$ cat src/sv/ksrr_pkg.sv
`default_nettype none
package ksrr_pkg;

  localparam int MAX_KEYS = 32;
  localparam int KEY_W = 40;
  localparam int CNT_W = 6;
  localparam int ADDR_W = $clog2(MAX_KEYS);
  localparam int OP_W = 3;
  localparam int ST_W = 3;

  localparam logic [CNT_W-1:0] LIMIT_RESET = CNT_W'(20);

  localparam logic [OP_W-1:0] OP_ADD = 3'd0;
  localparam logic [OP_W-1:0] OP_LOOKUP = 3'd1;
  localparam logic [OP_W-1:0] OP_NEXT = 3'd2;
  localparam logic [OP_W-1:0] OP_PREV = 3'd3;
  localparam logic [OP_W-1:0] OP_READ = 3'd4;
  localparam logic [OP_W-1:0] OP_CLEAR = 3'd5;

  localparam logic [ST_W-1:0] ST_DONE = 3'd0;
  localparam logic [ST_W-1:0] ST_ZERO_KEY = 3'd1;
  localparam logic [ST_W-1:0] ST_PRESENT = 3'd2;
  localparam logic [ST_W-1:0] ST_NOT_FOUND = 3'd3;
  localparam logic [ST_W-1:0] ST_EMPTY = 3'd4;

  typedef struct packed {
    logic [OP_W-1:0] op;
    logic [KEY_W-1:0] key_in;
  } req_t;

  typedef struct packed {
    logic [KEY_W-1:0] key_out;
    logic [CNT_W-1:0] current_index;
    logic [CNT_W-1:0] key_count;
    logic [CNT_W-1:0] match_index;
    logic [ST_W-1:0] status;
  } rsp_t;

endpackage
`default_nettype wire

$ cat src/sv/key_store_round_robin_core.sv
`default_nettype none
// Clear, and next, previous or read on an empty store, answer straight from idle; other next,
// previous, read and unused codes pass through the fetch and load states; add and lookup
// scan one table entry per cycle (a zero key skips it), and lookup then fetches and loads.
// Throughput: one item at a time; busy stays high until the result strobe.
// Reset (synchronous, active high) empties the store, zeroes the pointer and sets the limit to 20.
// The result is shown for one cycle on rsp with rsp_valid; the receiver cannot stall.
module key_store_round_robin_core (
  input  wire logic             clk,
  input  wire logic             rst,
  input  wire logic             start,
  output logic                  busy,
  input  wire ksrr_pkg::req_t   req,
  output logic                  rsp_valid,
  output ksrr_pkg::rsp_t        rsp,
  input  wire logic             cfg_valid,
  output logic                  cfg_ready,
  input  wire logic [5:0]       cfg_data
);
  import ksrr_pkg::*;

  typedef enum logic [3:0] {
    S_IDLE  = 4'b0001,
    S_SCAN  = 4'b0010,
    S_FETCH = 4'b0100,
    S_LOAD  = 4'b1000
  } state_t;

  state_t state, state_next;
  logic [CNT_W-1:0] key_limit;
  logic [CNT_W-1:0] count, count_next;
  logic [CNT_W-1:0] ptr, ptr_next;
  logic [CNT_W-1:0] issue_idx, issue_idx_next;
  logic pend, pend_next;
  logic [CNT_W-1:0] pend_slot, pend_slot_next;
  logic [OP_W-1:0] op_r, op_r_next;
  logic [KEY_W-1:0] key_r, key_r_next;
  logic [CNT_W-1:0] match_r, match_r_next;
  logic [ST_W-1:0] st_r, st_r_next;
  logic done_next;
  rsp_t rsp_next;

  logic [KEY_W-1:0] mem [MAX_KEYS];
  logic [KEY_W-1:0] rd_data;
  logic [ADDR_W-1:0] rd_addr, wr_addr;
  logic wr_en;

  logic [CNT_W-1:0] lim;
  logic issuing, hit;
  logic [CNT_W-1:0] new_slot, new_count;

  assign cfg_ready = (state == S_IDLE) && !start;
  assign busy = (state != S_IDLE);

  always_comb begin
    if (key_limit == '0) begin
      lim = CNT_W'(1);
    end else if (key_limit > CNT_W'(MAX_KEYS)) begin
      lim = CNT_W'(MAX_KEYS);
    end else begin
      lim = key_limit;
    end
  end

  assign issuing = (issue_idx < count);
  assign hit = pend && (rd_data == key_r);

  always_comb begin
    if (count < lim) begin
      new_count = count + CNT_W'(1);
      new_slot = count + CNT_W'(1);
    end else begin
      new_count = count;
      new_slot = (ptr >= count) ? CNT_W'(1) : ptr + CNT_W'(1);
    end
  end

  always_comb begin
    state_next = state;
    count_next = count;
    ptr_next = ptr;
    issue_idx_next = issue_idx;
    pend_next = 1'b0;
    pend_slot_next = pend_slot;
    op_r_next = op_r;
    key_r_next = key_r;
    match_r_next = match_r;
    st_r_next = st_r;
    done_next = 1'b0;
    rsp_next = rsp;
    wr_en = 1'b0;
    wr_addr = ADDR_W'(new_slot - CNT_W'(1));
    rd_addr = ADDR_W'(ptr - CNT_W'(1));

    case (state)
      S_IDLE: begin
        if (start) begin
          op_r_next = req.op;
          key_r_next = req.key_in;
          match_r_next = '0;
          st_r_next = ST_DONE;
          issue_idx_next = '0;
          case (req.op)
            OP_ADD: begin
              if (req.key_in == '0) begin
                st_r_next = ST_ZERO_KEY;
                state_next = S_FETCH;
              end else begin
                state_next = S_SCAN;
              end
            end
            OP_LOOKUP: begin
              if (req.key_in == '0) begin
                st_r_next = ST_NOT_FOUND;
                state_next = S_FETCH;
              end else begin
                state_next = S_SCAN;
              end
            end
            OP_NEXT, OP_PREV, OP_READ: begin
              if (count == '0) begin
                rsp_next = '{key_out: '0, current_index: '0, key_count: '0,
                             match_index: '0, status: ST_EMPTY};
                done_next = 1'b1;
              end else begin
                if (req.op == OP_NEXT) begin
                  ptr_next = (ptr >= count) ? CNT_W'(1) : ptr + CNT_W'(1);
                end else if (req.op == OP_PREV) begin
                  ptr_next = (ptr <= CNT_W'(1)) ? count : ptr - CNT_W'(1);
                end
                state_next = S_FETCH;
              end
            end
            OP_CLEAR: begin
              count_next = '0;
              ptr_next = '0;
              rsp_next = '{key_out: '0, current_index: '0, key_count: '0,
                           match_index: '0, status: ST_DONE};
              done_next = 1'b1;
            end
            default: begin
              state_next = S_FETCH;
            end
          endcase
        end
      end
      S_SCAN: begin
        rd_addr = issue_idx[ADDR_W-1:0];
        pend_next = issuing;
        pend_slot_next = issue_idx + CNT_W'(1);
        if (issuing) begin
          issue_idx_next = issue_idx + CNT_W'(1);
        end
        if (hit || !issuing) begin
          pend_next = 1'b0;
          if (op_r == OP_ADD) begin
            done_next = 1'b1;
            state_next = S_IDLE;
            if (hit) begin
              ptr_next = pend_slot;
              rsp_next = '{key_out: key_r, current_index: pend_slot, key_count: count,
                           match_index: pend_slot, status: ST_PRESENT};
            end else begin
              wr_en = 1'b1;
              ptr_next = new_slot;
              count_next = new_count;
              rsp_next = '{key_out: key_r, current_index: new_slot, key_count: new_count,
                           match_index: new_slot, status: ST_DONE};
            end
          end else begin
            match_r_next = hit ? pend_slot : '0;
            st_r_next = hit ? ST_DONE : ST_NOT_FOUND;
            state_next = S_FETCH;
          end
        end
      end
      S_FETCH: begin
        state_next = S_LOAD;
      end
      S_LOAD: begin
        rsp_next.key_out = (count == '0) ? '0 : rd_data;
        rsp_next.current_index = (count == '0) ? '0 : ptr;
        rsp_next.key_count = count;
        rsp_next.match_index = match_r;
        rsp_next.status = st_r;
        done_next = 1'b1;
        state_next = S_IDLE;
      end
      default: begin
        state_next = S_IDLE;
      end
    endcase
  end

  always_ff @(posedge clk) begin
    if (wr_en) begin
      mem[wr_addr] <= key_r;
    end
    rd_data <= mem[rd_addr];
  end

  always_ff @(posedge clk) begin
    if (rst) begin
      state <= S_IDLE;
      count <= '0;
      ptr <= '0;
      key_limit <= LIMIT_RESET;
      rsp_valid <= 1'b0;
      pend <= 1'b0;
      issue_idx <= '0;
    end else begin
      state <= state_next;
      count <= count_next;
      ptr <= ptr_next;
      rsp_valid <= done_next;
      pend <= pend_next;
      issue_idx <= issue_idx_next;
      if (cfg_valid && cfg_ready) begin
        key_limit <= cfg_data;
      end
    end
  end

  always_ff @(posedge clk) begin
    pend_slot <= pend_slot_next;
    op_r <= op_r_next;
    key_r <= key_r_next;
    match_r <= match_r_next;
    st_r <= st_r_next;
    rsp <= rsp_next;
  end

endmodule
`default_nettype wire

$ cat config.mk
export PLATFORM = sky130hd
export DESIGN_NAME = key_store_round_robin_core
export DESIGN_NICKNAME = d
export VERILOG_FILES = /design/src/sv/ksrr_pkg.sv /design/src/sv/key_store_round_robin_core.sv
export SDC_FILE = /design/constraint.sdc
export NUM_CORES = 2
export LEC_CHECK = 0
export ABC_CLOCK_PERIOD_IN_PS = 8650
export BUFFER_PORTS_ARGS = -buffer_cell sky130_fd_sc_hd__clkbuf_2
export CAP_MARGIN = 20
export CORE_ASPECT_RATIO = 1.5
export CORE_MARGIN = 1.5
export CORE_UTILIZATION = 49
export CTS_CLUSTER_SIZE = 14
export DETAILED_ROUTE_END_ITERATION = 7
export HOLD_SLACK_MARGIN = 0.05
export PLACE_DENSITY = 0.62
export SLEW_MARGIN = 20
export SYNTH_ARGS = -nofsm -noshare
export SYNTH_HDL_FRONTEND = slang
export SYNTH_SLANG_ARGS = --single-unit
$ cat constraint.sdc
create_clock -name clk -period 8.65 [get_ports clk]
set_input_delay 0.4325 -clock clk [delete_from_list [all_inputs] [get_ports clk]]
set_output_delay 0.4325 -clock clk [all_outputs]
set_load 0.02 [all_outputs]
==> metrics.md <==
| Metric | Value |
|---|---|
| Global-route wire length before repair | 211 mm |
| Commonest non-fill, non-tap cell in the layout | edfxtp_1 |
| Post-synthesis sequential area ratio | 76.2% |
| Slowest stage cell on the critical path | buf_4 |
| CP endpoint kind | flip-flop |
| Router iterations before antenna repair | 5 |
| Post-synth ARST share | 0% |
| Syn nets | 2810 |
| WP data required | 9020 ps |
| CP peak stage delay | 840 ps |
| Commonest cells after routing, fill and taps aside | edfxtp_1 (1398), mux4_2 (318), clkbuf_16 (138) |
| Mapped Area | 56900 um2 |
| Number of global-route vias before repair | 30100 |
| Filler cells | 8576 |
| Post-synth EDFFs | 1398 |
| Final hold viol count | 0 |
| First-iteration detailed-routing DRC count | 3207 |
| GRT Overall Usage | 25.3% |
| Root buf cell | clkbuf_16 |
| Reg-to-reg critical path endpoint | mem[28][15] |
| DIE AREA | 118000 um2 |
| Antenna violations before repair | 0 |
| Top delay family on crit path | compound AO/OA/AOI/OAI gates |
| Layout area overhead | 14.0% |
| Worst Hold Depth | 4 |
| TNS Setup | 0 ps |
| FF-to-FF setup slack | 3380 ps |
| Final #Nets | 3080 |
| Distinct cells, synth | 71 |
| Post-DP HPWL | 81.6 mm |
| Fin crit period | 5270 ps |
| Setup violators final | 0 |
| Warning count from the yosys run | 0 |
| Final WL | 147 mm |
| Max-Cap Viols | 0 |
| Core area | 115000 um2 |
| Maximum vdd drop | 0.194 mV |
| Crit path DAT | 5640 ps |
| Initial core utilization | 49.5% |
| Largest net degree at the start of global routing | 119 |
| Clock Tree Buf Depth | 3 |
| Final setup margin | 3380 ps |
| I/O pins | 117 |
| WP buf/inv | 2 |
| Share of layout cells above drive strength 1 | 25.8% |
| Post-Place Cell Area | 59700 um2 |
| Worst r2r src | ptr[0] |
| Pre-CTS setup slack | 3460 ps |
| Die Span X | 281 um |
| DR vias | 29500 |
| PostCTS Resize Cnt | 0 |
| Number of H-tree levels | 4 |
| Synthesized instance count | 2735 |
| PwrDens | 253 nW/um2 |
| Worst Hold End | key_limit[1] |
| Syn_area_per_cell | 20.8 um2 |
| Number of port buffers | 116 |
| Hold Path Class | in -> reg |
| Outcome | completed |
| # rows | 152 |
| WL/cell | 31.5 um |
| Worst-Skew Late Latency | 770 ps |
| Worst Path Max Fanout | 40 |
| Worst-path clk slew | 60 ps |
| Cells on worst reg2reg path | 9 |
| N_diodes | 0 |
| Period utilization | 60.9% |
| Drt drc | 0 |
| Max-slew violation count | 0 |
| Lkg Pwr | 0.0206 uW |
| Clk sinks | 1468 |
| WS Path Type | reg -> reg |
| RSZ-0062 raised after global routing | false |
| Crit-path cells | inv_1 -> ha_1 -> nand2b_1 -> a31oi_1 -> o211ai_1 -> a22oi_1 -> nand4_1 -> a211oi_4 -> buf_4 |
| Grt ovf | 0 |
| Max-slew headroom | 25.4% |
| Dominant synthesized flop cell | edfxtp_1 |
| DR vias/cell | 6.34 |
| Critical path startpoint category | flip-flop |
| Worst-Margin Slew | 1100 ps |
| Peak Freq | 190 MHz |
| Yosys reg bits | 1468 |
| Post-route cell area | 64800 um2 |
| Post-route ant nets | 0 |
| Clock skew | 27.9 ps |
| Die H | 420 um |
| Cts bufs inserted | 137 |
| HP Start | cfg_valid |
| CTS tree | yes |
| Placer congestion estimate | 0.885 |
worst max-delay path by stage:
stage / to / depth (start not counted) / from / slack (ps)
after global placement: mem[26][17] / 7 / state[1] / 3690
after global routing: mem[28][26] / 9 / ptr[0] / 3220
after CTS: mem[29][29] / 7 / state[1] / 3480
after floorplan: mem[5][0] / 9 / count[2] / 1660
after detailed placement: mem[29][15] / 7 / state[1] / 3460
final: mem[28][15] / 9 / ptr[0] / 3380
through the flow:
stage	hold slack, ps	utilization (%)	cells	power (uW)
6_report	215	56.5	4659	16400
2_1_floorplan	436	-	2735	9710
3_3_place_gp	458	52.0	4341	10500
3_5_place_dp	487	52.0	4342	10600
4_1_cts	101	56.3	4650	16500
5_1_grt	198	56.5	4659	16900
cell type report:
| type | instances | area, um2 | share of cell area (%) |
|---|---|---|---|
| sequential | 1468 | 43400 | 66.9 |
| clock inverter | 55 | 522 | 0.805 |
| multi-input combinational | 1093 | 13000 | 20.0 |
| clock buffer | 198 | 3900 | 6.01 |
| tap | 1540 | 1930 | 2.97 |
| timing repair buffer | 282 | 2070 | 3.20 |
| inverter | 23 | 86.3 | 0.133 |
flip-flops by register name, indices dropped and copies added, names as in the netlist:
name       flops
op_r           3
rsp_valid      1
key_r         40
pend           1
pend_slot      6
rd_data       40
st_r           2
ptr            6
issue_idx      6
state          4
key_limit      6
match_r        6
rsp           61
count          6
mem         1280
layer usage:
metal / share of wire (%) / up-vias / global-route usage [%] / routed length (um)
met4: 4.2 / 0 / 10.4 / 6190
met1: 38 / 15700 / 32.8 / 55800
met2: 50 / 1371 / 42.3 / 74000
met3: 7.3 / 302 / 4.49 / 10600
li1: - / 12100 / - / -
met5: 0 / - / 0 / 0
worst register-to-register path: stages (launching register included):
cell	delay [ps]
dfxtp_1	730
inv_1	270
ha_1	340
nand2b_1	140
a31oi_1	560
o211ai_1	310
a22oi_1	810
nand4_1	480
a211oi_4	350
buf_4	840
power breakdown:
| part | leakage (uW) | switching [uW] | total, uW | internal (uW) |
|---|---|---|---|---|
| sequential | 0.0132 | 279 | 8510 | 8240 |
| clock | 0.00217 | 2590 | 5930 | 3340 |
| combinational | 0.00517 | 1290 | 1950 | 657 |
cell usage after synthesis (31+ instances only):
| cell type | count | area share (%) |
|---|---|---|
| clkbuf_1 | 79 | 0.52 |
| buf_2 | 31 | 0.27 |
| xnor2_1 | 43 | 0.66 |
| mux4_2 | 318 | 13 |
| nand2_1 | 58 | 0.38 |
| nor3_1 | 68 | 0.60 |
| a31oi_1 | 42 | 0.46 |
| dfxtp_1 | 70 | 2.5 |
| nor4_1 | 34 | 0.37 |
| a22oi_1 | 81 | 1.1 |
| nor2_1 | 33 | 0.22 |
| a22o_1 | 120 | 1.8 |
| edfxtp_1 | 1398 | 74 |
logic make-up after synthesis:
family	synth area share, %
flops	76.2
buf+inv	1.51
fa+ha+maj	0.484
mux	13.1
xor+xnor	0.816
simple gates	2.97
compound gates	4.92
what timing repair did:
item	4_1_cts	5_1_grt
hold endpoints to repair	50	0
hold buffers	55	0
buffers inserted	0	0
No activity file was read; power rests on OpenSTA's default activity.
